--- src/rtl/phi_pkg.sv ---
// Shared types and constants for the pixel hue inversion block.
package phi_pkg;

  // Default number of fraction bits of the fixed-point hue.
  localparam int unsigned HueFracBitsDef = 8;

  // floor(2^16 / 15): the reciprocal used to divide the scaled product by 15.
  localparam logic [15:0] Recip15 = 16'd4369;
  localparam logic [11:0] XDivisor = 12'd15;

  // Hue sector offset chosen from which component is the minimum.
  typedef enum logic [1:0] {
    OFS_GREY,
    OFS_60,
    OFS_180,
    OFS_300
  } hue_ofs_e;

  // Per-pixel data that travels beside the hue computation.
  typedef struct packed {
    logic [7:0] vmax;
    logic [7:0] chroma;
    logic       neg;
    hue_ofs_e   ofs;
  } pix_side_t;

endpackage

--- src/rtl/pixel_hue_inversion.sv ---
// Pixel hue inversion: turns the hue of an 8-bit RGB pixel by 180 degrees.
//
// Usage:
//   An input transfer happens at a rising edge of clk_i with start_i high and
//   busy_o low. busy_o is always low, so one pixel can be taken every cycle.
//   Each result is shown on red_out_o, green_out_o and blue_out_o for exactly
//   one cycle with valid_o high, and is taken at the edge that ends it.
//   Results leave in the order in which the pixels came in.
// Pipeline:
//   The depth is set by the restoring divider for the hue, which settles one
//   quotient bit per stage over HueFracBits + 6 stages, plus nine stages for
//   max/min, divider seed, hue offset, rotation, sector, weight, product,
//   scale and output. Throughput is one pixel per clock.
// Reset:
//   rst_ni clears every valid bit at once; data registers are not reset.
//   There is no clearing pass and the block can take pixels right after reset.
// Stalls:
//   The receiver cannot hold results off, so the pipeline never stalls.
module pixel_hue_inversion #(
  parameter int unsigned HueFracBits = phi_pkg::HueFracBitsDef
) (
  input  logic       clk_i,
  input  logic       rst_ni,
  input  logic       start_i,
  output logic       busy_o,
  input  logic [7:0] red_in_i,
  input  logic [7:0] green_in_i,
  input  logic [7:0] blue_in_i,
  output logic       valid_o,
  output logic [7:0] red_out_o,
  output logic [7:0] green_out_o,
  output logic [7:0] blue_out_o
);
  import phi_pkg::*;

  // Quotient width, hue width, sector-local hue width and product width.
  localparam int unsigned QW = HueFracBits + 6;
  localparam int unsigned HW = HueFracBits + 9;
  localparam int unsigned TW = HueFracBits + 7;
  localparam int unsigned PW = HueFracBits + 14;

  localparam logic [HW-1:0] Hue60  = HW'(60 << HueFracBits);
  localparam logic [HW-1:0] Hue120 = HW'(120 << HueFracBits);
  localparam logic [HW-1:0] Hue180 = HW'(180 << HueFracBits);
  localparam logic [HW-1:0] Hue240 = HW'(240 << HueFracBits);
  localparam logic [HW-1:0] Hue300 = HW'(300 << HueFracBits);
  localparam logic [HW-1:0] Hue360 = HW'(360 << HueFracBits);

  // The block never pushes back.
  assign busy_o = 1'b0;

  logic in_xfer;
  assign in_xfer = start_i && !busy_o;

  // ---------------------------------------------------------------------
  // Stage 1: max, min, chroma and the signed difference for the hue.
  // ---------------------------------------------------------------------
  logic [7:0] mx, mn, dabs;
  pix_side_t  s1_side_d;

  always_comb begin
    mx = (blue_in_i > green_in_i) ? blue_in_i : green_in_i;
    if (red_in_i > mx) begin
      mx = red_in_i;
    end
    mn = (blue_in_i < green_in_i) ? blue_in_i : green_in_i;
    if (red_in_i < mn) begin
      mn = red_in_i;
    end
    s1_side_d.vmax   = mx;
    s1_side_d.chroma = mx - mn;
    // Ties for the minimum favor blue, then red.
    if (mx == mn) begin
      s1_side_d.ofs = OFS_GREY;
      s1_side_d.neg = 1'b0;
      dabs          = '0;
    end else if (mn == blue_in_i) begin
      s1_side_d.ofs = OFS_60;
      s1_side_d.neg = green_in_i < red_in_i;
      dabs = s1_side_d.neg ? red_in_i - green_in_i : green_in_i - red_in_i;
    end else if (mn == red_in_i) begin
      s1_side_d.ofs = OFS_180;
      s1_side_d.neg = blue_in_i < green_in_i;
      dabs = s1_side_d.neg ? green_in_i - blue_in_i : blue_in_i - green_in_i;
    end else begin
      s1_side_d.ofs = OFS_300;
      s1_side_d.neg = red_in_i < blue_in_i;
      dabs = s1_side_d.neg ? blue_in_i - red_in_i : red_in_i - blue_in_i;
    end
  end

  logic       s1_vld_q;
  pix_side_t  s1_side_q;
  logic [7:0] s1_dabs_q;

  always_ff @(posedge clk_i or negedge rst_ni) begin
    if (!rst_ni) begin
      s1_vld_q <= 1'b0;
    end else begin
      s1_vld_q <= in_xfer;
    end
  end

  always_ff @(posedge clk_i) begin
    s1_side_q <= s1_side_d;
    s1_dabs_q <= dabs;
  end

  // ---------------------------------------------------------------------
  // Divider: |diff| * 60 * 2^F / chroma, one quotient bit per stage.
  // The quotient is below 2^QW, so the top eight dividend bits seed the
  // remainder and the rest shift in while quotient bits shift out.
  // ---------------------------------------------------------------------
  logic [13:0] nm;
  assign nm = 14'({s1_dabs_q, 6'b0}) - 14'({s1_dabs_q, 2'b0});

  logic            div_vld_q  [QW+1];
  logic [7:0]      div_rem_q  [QW+1];
  logic [QW-1:0]   div_acc_q  [QW+1];
  pix_side_t       div_side_q [QW+1];

  always_ff @(posedge clk_i or negedge rst_ni) begin
    if (!rst_ni) begin
      div_vld_q[0] <= 1'b0;
    end else begin
      div_vld_q[0] <= s1_vld_q;
    end
  end

  always_ff @(posedge clk_i) begin
    div_rem_q[0]  <= nm[13:6];
    div_acc_q[0]  <= {nm[5:0], {HueFracBits{1'b0}}};
    div_side_q[0] <= s1_side_q;
  end

  for (genvar k = 0; k < QW; k++) begin : g_div
    logic [8:0] trial;
    logic [8:0] trial_sub;
    logic       qbit;

    assign trial     = {div_rem_q[k], div_acc_q[k][QW-1]};
    assign trial_sub = trial - {1'b0, div_side_q[k].chroma};
    assign qbit      = trial >= {1'b0, div_side_q[k].chroma};

    always_ff @(posedge clk_i or negedge rst_ni) begin
      if (!rst_ni) begin
        div_vld_q[k+1] <= 1'b0;
      end else begin
        div_vld_q[k+1] <= div_vld_q[k];
      end
    end

    always_ff @(posedge clk_i) begin
      div_rem_q[k+1]  <= qbit ? trial_sub[7:0] : trial[7:0];
      div_acc_q[k+1]  <= {div_acc_q[k][QW-2:0], qbit};
      div_side_q[k+1] <= div_side_q[k];
    end
  end

  // ---------------------------------------------------------------------
  // Hue stage: add the sector offset to the signed quotient.
  // ---------------------------------------------------------------------
  logic [HW-1:0] hue_base, hue_quot, hue_d;

  always_comb begin
    hue_quot = HW'(div_acc_q[QW]);
    case (div_side_q[QW].ofs)
      OFS_60:  hue_base = Hue60;
      OFS_180: hue_base = Hue180;
      OFS_300: hue_base = Hue300;
      default: hue_base = '0;
    endcase
    // A grey pixel went through the divider with a zero divisor; its hue is 0.
    if (div_side_q[QW].ofs == OFS_GREY) begin
      hue_d = '0;
    end else if (div_side_q[QW].neg) begin
      hue_d = hue_base - hue_quot;
    end else begin
      hue_d = hue_base + hue_quot;
    end
  end

  logic          hue_vld_q;
  logic [HW-1:0] hue_q;
  pix_side_t     hue_side_q;

  // ---------------------------------------------------------------------
  // Rotation stage: add 180 degrees modulo 360.
  // ---------------------------------------------------------------------
  logic [HW:0]   rot_sum;
  logic [HW-1:0] rot_d;

  assign rot_sum = {1'b0, hue_q} + {1'b0, Hue180};
  assign rot_d   = (rot_sum >= {1'b0, Hue360}) ? HW'(rot_sum - {1'b0, Hue360})
                                               : rot_sum[HW-1:0];

  logic          rot_vld_q;
  logic [HW-1:0] rot_q;
  pix_side_t     rot_side_q;

  // ---------------------------------------------------------------------
  // Sector stage: sector number and hue within the 120 degree period.
  // ---------------------------------------------------------------------
  logic [2:0]    sect_d;
  logic [HW-1:0] tbase;

  always_comb begin
    if (rot_q >= Hue300) begin
      sect_d = 3'd5;
    end else if (rot_q >= Hue240) begin
      sect_d = 3'd4;
    end else if (rot_q >= Hue180) begin
      sect_d = 3'd3;
    end else if (rot_q >= Hue120) begin
      sect_d = 3'd2;
    end else if (rot_q >= Hue60) begin
      sect_d = 3'd1;
    end else begin
      sect_d = 3'd0;
    end
    if (sect_d >= 3'd4) begin
      tbase = Hue240;
    end else if (sect_d >= 3'd2) begin
      tbase = Hue120;
    end else begin
      tbase = '0;
    end
  end

  logic          sect_vld_q;
  logic [2:0]    sect_q;
  logic [TW-1:0] sect_t_q;
  pix_side_t     sect_side_q;

  // ---------------------------------------------------------------------
  // Weight stage: w = 60 - |t - 60| in hue units.
  // ---------------------------------------------------------------------
  logic [TW-1:0] sixty_t;
  logic [QW-1:0] dev, w_d;

  assign sixty_t = TW'(Hue60);
  assign dev = (sect_t_q >= sixty_t) ? QW'(sect_t_q - sixty_t) : QW'(sixty_t - sect_t_q);
  assign w_d = QW'(Hue60) - dev;

  logic          w_vld_q;
  logic [QW-1:0] w_q;
  logic [2:0]    w_sect_q;
  pix_side_t     w_side_q;

  // ---------------------------------------------------------------------
  // Product stage: chroma * w.
  // ---------------------------------------------------------------------
  logic          p_vld_q;
  logic [PW-1:0] p_q;
  logic [2:0]    p_sect_q;
  pix_side_t     p_side_q;

  // ---------------------------------------------------------------------
  // Scale stage: drop 2^F and 4, then estimate the quotient by 15.
  // ---------------------------------------------------------------------
  logic [11:0] z_d;
  logic [27:0] z_recip;

  assign z_d     = p_q[HueFracBits+13:HueFracBits+2];
  assign z_recip = 28'(z_d) * 28'(Recip15);

  logic        z_vld_q;
  logic [11:0] z_q;
  logic [7:0]  z_est_q;
  logic [2:0]  z_sect_q;
  pix_side_t   z_side_q;

  // ---------------------------------------------------------------------
  // Output stage: correct the estimate and rebuild the components.
  // ---------------------------------------------------------------------
  logic [11:0] z_rem;
  logic [7:0]  xval, vbase, red_d, green_d, blue_d;

  always_comb begin
    z_rem = z_q - 12'(z_est_q) * XDivisor;
    xval  = (z_rem >= XDivisor) ? z_est_q + 8'd1 : z_est_q;
    vbase = z_side_q.vmax - z_side_q.chroma;
    red_d   = vbase;
    green_d = vbase;
    blue_d  = vbase;
    case (z_sect_q)
      3'd0: begin
        red_d   = vbase + z_side_q.chroma;
        green_d = vbase + xval;
      end
      3'd1: begin
        red_d   = vbase + xval;
        green_d = vbase + z_side_q.chroma;
      end
      3'd2: begin
        green_d = vbase + z_side_q.chroma;
        blue_d  = vbase + xval;
      end
      3'd3: begin
        green_d = vbase + xval;
        blue_d  = vbase + z_side_q.chroma;
      end
      3'd4: begin
        red_d   = vbase + xval;
        blue_d  = vbase + z_side_q.chroma;
      end
      default: begin
        red_d   = vbase + z_side_q.chroma;
        blue_d  = vbase + xval;
      end
    endcase
  end

  logic       out_vld_q;
  logic [7:0] red_q, green_q, blue_q;

  // Valid bits of the stages after the divider.
  always_ff @(posedge clk_i or negedge rst_ni) begin
    if (!rst_ni) begin
      hue_vld_q  <= 1'b0;
      rot_vld_q  <= 1'b0;
      sect_vld_q <= 1'b0;
      w_vld_q    <= 1'b0;
      p_vld_q    <= 1'b0;
      z_vld_q    <= 1'b0;
      out_vld_q  <= 1'b0;
    end else begin
      hue_vld_q  <= div_vld_q[QW];
      rot_vld_q  <= hue_vld_q;
      sect_vld_q <= rot_vld_q;
      w_vld_q    <= sect_vld_q;
      p_vld_q    <= w_vld_q;
      z_vld_q    <= p_vld_q;
      out_vld_q  <= z_vld_q;
    end
  end

  // Data registers of the stages after the divider.
  always_ff @(posedge clk_i) begin
    hue_q       <= hue_d;
    hue_side_q  <= div_side_q[QW];
    rot_q       <= rot_d;
    rot_side_q  <= hue_side_q;
    sect_q      <= sect_d;
    sect_t_q    <= TW'(rot_q - tbase);
    sect_side_q <= rot_side_q;
    w_q         <= w_d;
    w_sect_q    <= sect_q;
    w_side_q    <= sect_side_q;
    p_q         <= PW'(w_side_q.chroma) * PW'(w_q);
    p_sect_q    <= w_sect_q;
    p_side_q    <= w_side_q;
    z_q         <= z_d;
    z_est_q     <= z_recip[23:16];
    z_sect_q    <= p_sect_q;
    z_side_q    <= p_side_q;
    red_q       <= red_d;
    green_q     <= green_d;
    blue_q      <= blue_d;
  end

  assign valid_o     = out_vld_q;
  assign red_out_o   = red_q;
  assign green_out_o = green_q;
  assign blue_out_o  = blue_q;

`ifndef ASSERT_OFF
  // The hue before rotation stays within a full turn.
  a_hue_range: assert property (@(posedge clk_i) disable iff (!rst_ni)
    hue_vld_q |-> hue_q <= Hue360)
    else $error("hue out of range");

  // The rotated hue is reduced below a full turn.
  a_rot_range: assert property (@(posedge clk_i) disable iff (!rst_ni)
    rot_vld_q |-> rot_q < Hue360)
    else $error("rotated hue not reduced");

  // A colored pixel never gives a quotient above 60 degrees.
  a_quot_range: assert property (@(posedge clk_i) disable iff (!rst_ni)
    div_vld_q[QW] && (div_side_q[QW].chroma != 8'd0)
      |-> div_acc_q[QW] <= QW'(Hue60))
    else $error("divider quotient too large");

  // A grey pixel comes out grey.
  a_grey_out: assert property (@(posedge clk_i) disable iff (!rst_ni)
    z_vld_q && (z_side_q.chroma == 8'd0)
      |=> valid_o && (red_out_o == green_out_o) && (green_out_o == blue_out_o))
    else $error("grey pixel changed");

  // The largest component, the value, is kept.
  a_value_kept: assert property (@(posedge clk_i) disable iff (!rst_ni)
    z_vld_q |=> (red_out_o == $past(z_side_q.vmax)) ||
                (green_out_o == $past(z_side_q.vmax)) ||
                (blue_out_o == $past(z_side_q.vmax)))
    else $error("value not kept");
`endif

endmodule
--- config.mk ---
export PLATFORM = sky130hd
export DESIGN_NAME = pixel_hue_inversion
export DESIGN_NICKNAME = d
export VERILOG_FILES = /design/src/rtl/phi_pkg.sv /design/src/rtl/pixel_hue_inversion.sv
export SDC_FILE = /design/constraint.sdc
export NUM_CORES = 1
export LEC_CHECK = 0
export BUFFER_PORTS_ARGS = -buffer_cell sky130_fd_sc_hd__buf_2
export CAP_MARGIN = 20
export CORE_MARGIN = 2
export CORE_UTILIZATION = 25
export DETAILED_ROUTE_END_ITERATION = 6
export GPL_ROUTABILITY_DRIVEN = 0
export RECOVER_POWER = 25
export SLEW_MARGIN = 20
export SYNTH_ARGS = -nofsm -noshare
export SYNTH_HDL_FRONTEND = slang
export SYNTH_SLANG_ARGS = --single-unit
--- constraint.sdc ---
create_clock -name clk_i -period 8.9 [get_ports clk_i]
set_input_delay 0.89 -clock clk_i [delete_from_list [all_inputs] [get_ports clk_i]]
set_output_delay 0.89 -clock clk_i [all_outputs]
set_load 0.01 [all_outputs]
# Word-level counts from Yosys, hierarchy flattened
# Memories as Yosys holds them, arrays and structs flattened.
# Cells that the tools add are included.
# word_totals
mem_bits_rw	615
out_inout_bits	26
regBits	287
input_bits	27
mem_count	3
# memory_table
name	words	word_bits	rd	rd_clocked_by_memory_dff	write_ports	line	source
div_side_q	15	19	15	0	15	pixel_hue_inversion.sv:120	pix_side_t div_side_q [QW+1];
div_acc_q	15	14	15	0	15	pixel_hue_inversion.sv:119	logic [QW-1:0] div_acc_q [QW+1];
div_rem_q	15	8	14	0	15	pixel_hue_inversion.sv:118	logic [7:0] div_rem_q [QW+1];
# classes
eq_ne	10
n_mul	3
n_reduce_logical	9
addsub	35
muxes	40
order_cmp	30
# ops
op	count
$mux 8	24
$sub 8x8->8	22
$ge 9x8->1	14
$pmux 17 s3	1
$pmux 8 s2	3
$ge 17x16->1 const B	2
$mux 17	2
$lt 8x8->1	4
$mux 15	2
$sub 14x14->14 const A	2
$eq 8x8->1	3
$mul 12x13->24 const B	1
$mul 8x14->22	1
$add 17x16->18 const B	1
$ge 18x17->1 const B	1
$mux 3	6
$add 17x14->17	1
$ge 17x14->1 const B	1
$ge 17x15->1 const B	1
$ge 17x17->1 const B	1
$sub 17x14->17	1
$sub 17x17->17 const B	1
$add 8x8->8	2
$gt 8x8->1	2
other kinds (20)	28

# Longest topological paths before layout
# Gate-level depths: netlist (run 1).
# depth
depth_word	10
mapped_depth	29

# Worst setup path after synthesis (run 1)
# Ideal clock, no wire load.
# synth_path
path_type	flip-flop to flip-flop
start	register z_est_q[1]
end	register red_q[7] (netlist: red_out_o[7])
slack_ps	2700
t_required_ps	8768
arrival_ps	6068
n_path_buf	0
setup_time_ps	132
path_stages_with_launch	26
cell_sequence	dfxtp_1 -> inv_1 -> fa_1 -> inv_1 -> fa_1 -> fa_1 -> inv_1 -> ha_1 -> and3_1 -> a22o_1 -> o221ai_1 -> xnor2_1 -> nand4_1 -> nor2_1 -> mux2_2 -> ha_1 -> a21o_1 -> a21oi_1 -> nor2b_1 -> o21a_1 -> o41ai_1 -> xnor2_1 -> xnor2_1 -> or4_1 -> nor3b_1 -> xor2_1
# synth_via
elab_chain_cells	6
# synth_rtl
item	line	source
start: declaration	pixel_hue_inversion.sv:269	logic [7:0] z_est_q;
start signal: assignment	pixel_hue_inversion.sv:354	z_est_q <= z_recip[23:16];
$mul 8x4->12	pixel_hue_inversion.sv:280	z_rem = z_q - 12'(z_est_q) * XDivisor;
$sub 12x12->12	pixel_hue_inversion.sv:280	
$ge 12x4->1	pixel_hue_inversion.sv:281	xval = (z_rem >= XDivisor) ? z_est_q + 8'd1 : z_est_q;
$mux 8 (*)	pixel_hue_inversion.sv:281	
$add 8x8->8 (*)	pixel_hue_inversion.sv:292, pixel_hue_inversion.sv:304	
$pmux 8 s2 (*)	pixel_hue_inversion.sv:286	case (z_sect_q)
net red_d[7]	pixel_hue_inversion.sv:277	logic [7:0] xval, vbase, red_d, green_d, blue_d;
end signal: assignment	pixel_hue_inversion.sv:357	red_q <= red_d;
end: declaration	pixel_hue_inversion.sv:315	logic [7:0] red_q, green_q, blue_q;
# Mark *: on every way through the listed nets, which the timed path passes. The rest lies on a longest branch.
# A chain may end at the register's enable or synchronous reset.

# Worst setup path in the final report (run 1)
# layout_path
start	register z_est_q[3]
end	register red_q[7] (netlist: red_out_o[7])
# Same word-level chain as after synthesis.

==> results.yml, run 1 <==
sta:
  setup-tns-final_ns: 0
  tightest_slew_ns: 1.06
  clock_skew_ns: 0.0339
  fin_crit_sh: 0.769
  slew_headroom: 0.295
  rsz0062_at_grt: "no"
  setup_violations: 0
  hold_viol_final: 0
  drv_slew: 0
  fin_crit_ns: 6.84
  max_freq_mhz: 146
global_route:
  grt_pass1_wl_um: 106000
  grt-ovfl-total: 0
  antenna_found_initial: 0
  grt_max_degree: 33
  grt_pass1_vias: 22300
  grt_usage: 0.0894
routing:
  num_vias: 22100
  vias_per_cell: 4.20
  final_antenna_net_count: 0
  drt_wl_total_um: 62400
  drc: 0
  drt_iter0_drc: 1236
  first_pass_iters: 6
  routedWlPerCell_um: 11.8
logic_synthesis:
  ys_top_cells_by_area: "dfxtp_1 45%, ha_1 12%, fa_1 7.2%"
  ys_async_sr_fraction: 0.0292
  netlist_area_mm2: 0.0342
  synth_top_area_frac: 0.449
  synthCells: 3353
  yosysTopAreaCell: "dfxtp_1"
  yosysWarnings: 0
  ys_seq_elements: 789
  yosysUniqueCellTypes: 88
  synth_seq_area_share: 0.466
  synth_ff_type: "dfxtp_1"
  syn_nets: 3827
  synth-edff-count: 0
  syn_avg_cell_area_um2: 10.2
place:
  io_buffers: 51
  hpwl_um: 47600
worst_setup_path:
  worstReg2RegStart: "z_est_q[3]"
  crit_type: "reg -> reg"
  critPathMaxFanout: 5
  end_kind: "register"
  r2r_cells: 25
  crit_required_ns: 9.39
  startpoint: "z_est_q[3]"
  reg2reg_slack_ns: 2.06
  arrival_ns: 7.34
  r2r-end: "red_out_o[7]"
  start_kind: "register"
layout:
  diodes: 0
  layout-drive-gt1-share: 0.0662
  multi_input_area_mm2: 0.0165
  area_growth_pct: 14.7
  n_fill_cell: 14000
  fin_nets: 3901
  seqCellArea_mm2: 0.0159
die:
  die_h_um: 374
  core_region_area_mm2: 0.135
  dieArea_mm2: 0.140
  initial_core_util: 0.252
  fp.dieW_um: 374
  ios: 53
  rows: 135
clock_network:
  htree_levels: 3
  hold_buffers: 0
  clock-sinks: 789
  cts_tree: "built"
  cts_buffers: 76
  post-cts-setup-buffers: 0
  cts_root_buffer: "clkbuf_16"
  cts_buffer_depth: 3
  post_cts_resize_count: 0
  clk_latency_ns: 0.63
  clk_pin_slew_ns: 0.06
status:
  status: "complete, no violations"
min_path:
  hp-class: "in -> async"
run:
  cap_violations: 0
[layout make-up]
cell class                      count  area share
Tap cell                         1781      0.0569
Inverter                          419      0.0401
Clock inverter                     41      0.0150
Sequential cell                   789       0.406
Clock buffer                       99      0.0551
Timing Repair Buffer               54     0.00709
Multi-Input combinational cell   2087       0.420
[worst max path at each step]
stage	to	cells after the start
floorplan	red_out_o[7]	25
global placement	red_out_o[7]	25
detailed placement	red_out_o[7]	25
CTS	red_out_o[7]	25
global route	red_out_o[7]	25
finish	red_out_o[7]	25
[cells by family after synthesis]
kind of cell | after synthesis | synth area share
AOI/OAI and AO/OA | 618 | 0.116
xor gates and xnor gates | 201 | 0.0515
adders and majority gates | 448 | 0.191
buffers and inverters | 477 | 0.0531
DFF | 789 | 0.466
muxes | 55 | 0.0165
other | 1 | 0.000110
and+or+nand+nor | 764 | 0.106
[state kept, by name, indices dropped and copies added, names as in the netlist, 17 cells and up]
| signal | cells |
|---|---|
| div_side_q | 285 |
| div_acc_q | 115 |
| div_rem_q | 112 |
| s1_side_q | 19 |
| hue_q | 17 |
| rot_q | 17 |
[cell usage after synthesis, drive strengths merged (42+ instances only)]
library cell / n
nor2: 230
dfxtp: 766
fa: 123
nor2b: 42
inv: 418
xnor2: 115
o21ai: 193
xor2: 86
and2: 61
mux2i: 44
ha: 324
nand2: 233
a21oi: 144
nor3: 65
clkbuf: 43
[cells in the final DEF, fill, tap and decap left out, drive strengths merged, types with 14 or more instances in the layout]
cell / netlist / routed
dfxtp: 766 / 766
inv: 418 / 428
ha: 324 / 324
nand2: 233 / 233
nor2: 230 / 230
o21ai: 193 / 193
a21oi: 144 / 144
fa: 123 / 123
xnor2: 115 / 115
clkbuf: 43 / 99
xor2: 86 / 86
nor3: 65 / 65
and2: 61 / 61
buf: 15 / 54
mux2i: 44 / 44
nor2b: 42 / 42
a21boi: 41 / 41
a21o: 38 / 38
o31ai: 37 / 37
nand2b: 30 / 30
nand3: 29 / 29
nand4: 27 / 27
dfrtp: 23 / 23
a211oi: 22 / 22
clkinv: 1 / 19
o21bai: 18 / 18
o21a: 16 / 16
a311oi: 14 / 14
[per-layer routing]
layer / global-route usage / wire (um) / part of all wire
met4: 0.0291 / 1820 / 0.029
met5: 0 / 0 / 0
met3: 0.0164 / 2450 / 0.039
met2: 0.155 / 29400 / 0.47
met1: 0.111 / 28700 / 0.46
[critical path, cell delays in order, from the launching register on]
cell	delay, ns
dfxtp_1	0.40
inv_1	0.16
fa_1	0.50
inv_1	0.05
fa_1	0.47
fa_1	0.52
inv_1	0.04
ha_1	0.36
and3_1	0.23
a22o_1	0.27
o41ai_2	0.27
xor2_1	0.18
nand4_1	0.14
nor2_1	0.34
mux2_2	0.41
ha_1	0.29
a21o_1	0.15
a21oi_1	0.21
nor2b_1	0.08
o21a_1	0.18
o41ai_1	0.38
xnor2_1	0.19
xnor2_1	0.19
or4_1	0.42
nor3b_1	0.16
xor2_1	0.14
[through the flow]
stage                     hold slack [ns]   util  setup slack, ns  std cells  instance area [um^2]
after CTS                           0.195  0.289             2.05       5270                 39200
final                               0.224  0.289             2.06       5270                 39200
after global placement              0.310  0.269             2.18       5130                 36400
after detailed placement            0.312  0.269             2.06       5130                 36400
after floorplan                     0.310      -             2.70       3353                 34200
after global routing                0.238  0.289             1.55       5270                 39200
Power of run 1 is left out: the tool's default activity adds up to more than one toggle a clock period on the data nets, which glitch-free logic cannot reach.
==> run 2: changes to the inputs <==
==> constraint.sdc (replaced) <==
create_clock -name clk_i -period 6.7 [get_ports clk_i]
set_input_delay 0.67 -clock clk_i [delete_from_list [all_inputs] [get_ports clk_i]]
set_output_delay 0.67 -clock clk_i [all_outputs]
set_load 0.01 [all_outputs]
==> run 2 against run 1 <==
  * First-iteration DRC count rose by 9.1%
  * Clock skew fell by 0.015 ns
  * Via count rose by 0.27%
  * Final cell count rose by 0.19%
  * Critical path depth did not move
  * Maximum frequency rose by 8.0%
  * Design area fell by 0.14%
==> results.yml, run 2 (synthesized netlist as in run 1, its figures left out) <==
global_route:
  grt-ovfl-total: 0
  grt_max_degree: 33
  grt_usage: 0.0914
  antenna_found_initial: 2
  grt_pass1_wl_um: 109000
  grt_pass1_vias: 22600
sta:
  fin_crit_ns: 6.34
  setup-tns-final_ns: 0
  setup_violations: 0
  hold_viol_final: 0
  drv_slew: 0
  slew_headroom: 0.278
  clock_skew_ns: 0.0192
  rsz0062_at_grt: "no"
  fin_crit_sh: 0.946
  max_freq_mhz: 158
  tightest_slew_ns: 1.08
clock_network:
  cts_buffer_depth: 3
  cts_tree: "built"
  post-cts-setup-buffers: 0
  cts_buffers: 77
  htree_levels: 3
  clock-sinks: 789
  clk_latency_ns: 0.61
  cts_root_buffer: "clkbuf_16"
  clk_pin_slew_ns: 0.06
routing:
  num_vias: 22200
  drt_iter0_drc: 1348
  drc: 0
  vias_per_cell: 4.20
  final_antenna_net_count: 0
  first_pass_iters: 6
  drt_wl_total_um: 63400
  routedWlPerCell_um: 12.0
layout:
  n_fill_cell: 14100
  final_cell_area_mm2: 0.0391
  top_regs: "div_side_q: 285 flops, div_acc_q: 115 flops, div_rem_q: 112 flops"
  largest_reg_flops: 285
  most-common-layout-cells: "764 x dfxtp_1, 415 x inv_1, 324 x ha_1"
  fin_nets: 3915
  top_register: "div_side_q"
  layout_commonest_cell: "dfxtp_1"
  area_growth_pct: 14.6
  diodes: 0
  layout-drive-gt1-share: 0.0706
place:
  hpwl_um: 48100
  postPlaceCellArea_mm2: 0.0365
  io_buffers: 51
min_path:
  hp-class: "in -> reg"
  hold_start: "start_i"
  hold_path_end: "s1_vld_q"
  holdPathStages: 1
die:
  die_h_um: 374
  initial_core_util: 0.252
  dieArea_mm2: 0.140
  core_region_area_mm2: 0.135
  rows: 135
  ios: 53
  fp.dieW_um: 374
worst_setup_path:
  r2r-end: "red_out_o[7]"
  critPathMaxFanout: 5
  reg2reg_slack_ns: 0.36
  cp_slowest_stage_delay_ns: 0.51
  arrival_ns: 6.81
  worstReg2RegStart: "z_est_q[2]"
  start_kind: "register"
  path_buf_inv: 3
  end_kind: "register"
  crit_type: "reg -> reg"
  cpLargestDelayFamily: "adder cells"
  r2r_cells: 25
  crit_required_ns: 7.17
  crit_slowest_cell: "fa_1"
run:
  cap_violations: 0
status:
  status: "complete, no violations"
==> run 2: cell type report <==
type                            instances  area [um^2]  share of cell area
Tap cell                             1781         2230              0.0569
Clock inverter                         37          420              0.0107
Inverter                              419         1570              0.0402
Sequential cell                       789        15900               0.407
Timing Repair Buffer                   67          378             0.00965
Multi-Input combinational cell       2087        16500               0.421
Clock buffer                          100         2150              0.0550
==> run 2: worst max path at each step <==
stage / start / to / slack (ns) / cells past startpoint
3_3_place_gp: z_est_q[1] / red_out_o[7] / 0.18 / 25
6_report: z_est_q[2] / red_out_o[7] / 0.36 / 25
5_1_grt: z_est_q[2] / blue_out_o[7] / 0.006 / 26
4_1_cts: z_est_q[3] / red_out_o[7] / 0.07 / 27
3_5_place_dp: z_est_q[1] / red_out_o[7] / 0.11 / 26
2_1_floorplan: z_est_q[1] / red_out_o[7] / 0.50 / 25
==> run 2: timing repair <==
item | in CTS | in global routing
gates resized for setup | 0 | 11
endpoints found under the setup margin | 0 | 5
hold endpoints to repair | 17 | 0
hold buffers | 1 | 0
==> run 2: per-layer routing <==
metal | global-route usage | vias to the layer above | wire (um)
li1 | - | 11300 | -
met1 | 0.113 | 10400 | 28900
met2 | 0.159 | 408 | 30100
met3 | 0.0164 | 137 | 2610
met4 | 0.0304 | 0 | 1800
met5 | 0 | - | 0
==> run 2: stage by stage <==
step	utilization	cells	setup slack [ns]	hold WS [ns]
finish	0.289	5280	0.361	0.166
global placement	0.270	5142	0.182	0.310
floorplan	-	3353	0.500	0.310
global route	0.289	5280	0.00559	0.127
detailed placement	0.270	5142	0.113	0.312
CTS	0.289	5280	0.0659	0.120
==> run 2: worst register-to-register path, stage by stage (launching register included) <==
cell and delay (ns):
dfxtp_1 0.37, inv_2 0.10, fa_1 0.51, inv_1 0.05, fa_1 0.47, fa_1 0.51
inv_1 0.04, ha_1 0.30, and3_1 0.20, a221oi_2 0.32, xnor2_1 0.11, nor4_1 0.24
nand4_1 0.20, nor2_2 0.20, mux2_2 0.37, ha_1 0.30, a21o_1 0.17, a21oi_2 0.17
nor2b_1 0.06, o21a_1 0.19, o41ai_2 0.25, xnor2_1 0.18, xnor2_1 0.14, or4_1 0.43
nor3b_1 0.17, xor2_1 0.14
Power of run 2 is left out for the same reason.
==> run 3: changes to the inputs <==
--- a/config.mk
+++ b/config.mk
@@ -11,6 +11,7 @@
 export CORE_UTILIZATION = 25
 export DETAILED_ROUTE_END_ITERATION = 6
 export GPL_ROUTABILITY_DRIVEN = 0
+export PLACE_DENSITY = 0.47
 export RECOVER_POWER = 25
 export SLEW_MARGIN = 20
 export SYNTH_ARGS = -nofsm -noshare
==> constraint.sdc (replaced) <==
create_clock -name clk_i -period 6.4 [get_ports clk_i]
set_input_delay 0.64 -clock clk_i [delete_from_list [all_inputs] [get_ports clk_i]]
set_output_delay 0.64 -clock clk_i [all_outputs]
set_load 0.01 [all_outputs]
==> run 3 against run 2 <==
  * Global-route usage increased by 0.69 points
  * Worst hold slack got worse by 0.052 ns
  * Critical path depth unchanged
  * Register-to-register slack got worse by 0.28 ns
  * Setup slack got worse by 0.28 ns
  * Clock skew about the same
  * Final cell count increased by 0.80%
  * First-iteration DRC count decreased by 25%
  * Maximum frequency increased by 0.25%
  * Utilization increased by 0.45 points
  * Wire length increased by 7.8%
  * Critical endpoint unchanged
==> results.yml, run 3 (synthesized netlist as in run 1, its figures left out) <==
routing:
  drc: 0
  first_pass_iters: 5
  final_antenna_net_count: 0
  vias_per_cell: 4.17
  drt_iter0_drc: 1017
  routedWlPerCell_um: 12.8
  num_vias: 22200
  drt_wl_total_um: 68300
worst_setup_path:
  crit_slowest_cell: "fa_1"
  critical_path.most_common_cell: "fa_1"
  arrival_ns: 6.82
  startpoint: "z_est_q[1]"
  crit_type: "reg -> reg"
  cp_slowest_stage_delay_ns: 0.52
  crit_required_ns: 6.90
  r2r_cells: 25
  start_kind: "register"
  critPathMaxFanout: 2
  worstReg2RegStart: "z_est_q[1]"
  end_kind: "register"
place:
  io_buffers: 51
  hpwl_um: 52100
  dp_slack_ns: -0.0415
  place_inst: 5171
clock_network:
  cts_buffer_depth: 3
  clock-sinks: 789
  cts_buffers: 82
  clk_pin_slew_ns: 0.06
  cts_root_buffer: "clkbuf_16"
  cts_tree: "built"
  htree_levels: 3
  clk_latency_ns: 0.63
sta:
  clock_skew_ns: 0.0190
  fin_crit_sh: 0.988
  setup_slack_ns: 0.0767
  tightest_slew_ns: 0.795
  slew_headroom: 0.466
  setup_violations: 0
  max_freq_mhz: 158
  drv_slew: 0
  hold_viol_final: 0
  fin_crit_ns: 6.32
  rsz0062_at_grt: "yes"
  whs_ns: 0.114
min_path:
  hp-class: "in -> reg"
  hold_start: "start_i"
  holdPathStages: 1
layout:
  layout_commonest_cell: "dfxtp_1"
  fin_nets: 3953
  area_growth_pct: 16.4
  seqCellArea_mm2: 0.0159
  n_fill_cell: 14100
  layout-drive-gt1-share: 0.0862
  top_regs: "div_side_q: 285 flops, div_acc_q: 115 flops, div_rem_q: 112 flops"
  most-common-layout-cells: "763 x dfxtp_1, 412 x inv_1, 318 x ha_1"
  fin_cells: 5322
  multi_input_area_mm2: 0.0166
  largest_reg_flops: 285
  top_register: "div_side_q"
global_route:
  grt_pass1_wl_um: 114000
  grt_max_degree: 33
  antenna_found_initial: 3
  grt_pass1_vias: 22500
  grt-ovfl-total: 0
  grt_usage: 0.0983
die:
  die_h_um: 374
  fp.dieW_um: 374
  rows: 135
  dieArea_mm2: 0.140
  core_region_area_mm2: 0.135
  initial_core_util: 0.252
  ios: 53
run:
  cap_violations: 0
status:
  status: "complete, no violations"
run 3: cell type report:
| cell class | instances | share of cell area |
|---|---|---|
| Inverter | 419 | 0.0396 |
| Multi-Input combinational cell | 2087 | 0.417 |
| Timing Repair Buffer | 100 | 0.0157 |
| Sequential cell | 789 | 0.400 |
| Tap cell | 1781 | 0.0561 |
| Clock buffer | 106 | 0.0580 |
| Antenna cell | 1 | 0.0000630 |
| Clock inverter | 39 | 0.0133 |
run 3: timing repair:
action                     CTS  global route
buffers inserted             0             4
gates resized for setup      3            26
setup endpoints to repair    2             9
hold buffers                 1             0
hold endpoints to repair    23             0
pin swaps                    1            17
run 3: path summary, 6_finish.rpt:
kind / endpoint / slack (ns)
worst max-delay path: red_out_o[7] / 0.08
worst min register to register: div_acc_q[0][85] / 0.31
min in group asynchronous: div_vld_q[0] / 0.51
max in group asynchronous: p_vld_q / 5.56
worst min-delay path: s1_vld_q / 0.11
worst max register to register: red_out_o[7] / 0.08
run 3: metrics by stage:
stage | instance area (um^2) | utilization | setup TNS [ns]
after floorplan | 34200 | - | 0
after global placement | 36700 | 0.271 | -0.0855
after detailed placement | 36700 | 0.271 | -0.0826
after CTS | 39600 | 0.292 | 0
after global routing | 39800 | 0.293 | -0.452
final | 39800 | 0.293 | 0
run 3: routing by layer:
layer | share of wire | global-route usage
met1 | 0.47 | 0.124
met2 | 0.47 | 0.170
met3 | 0.031 | 0.0166
met4 | 0.026 | 0.0321
met5 | 0 | 0
run 3: critical path, delay by kind of cell (launching register included):
family	cells	cell delay [ns]
AOI/OAI and AO/OA	6	1.44
xor gates and xnor gates	4	0.68
adders and majority gates	5	1.97
buffers and inverters	3	0.14
DFF	1	0.33
muxes	1	0.35
and+or+nand+nor	6	1.30
Power of run 3 is left out for the same reason.
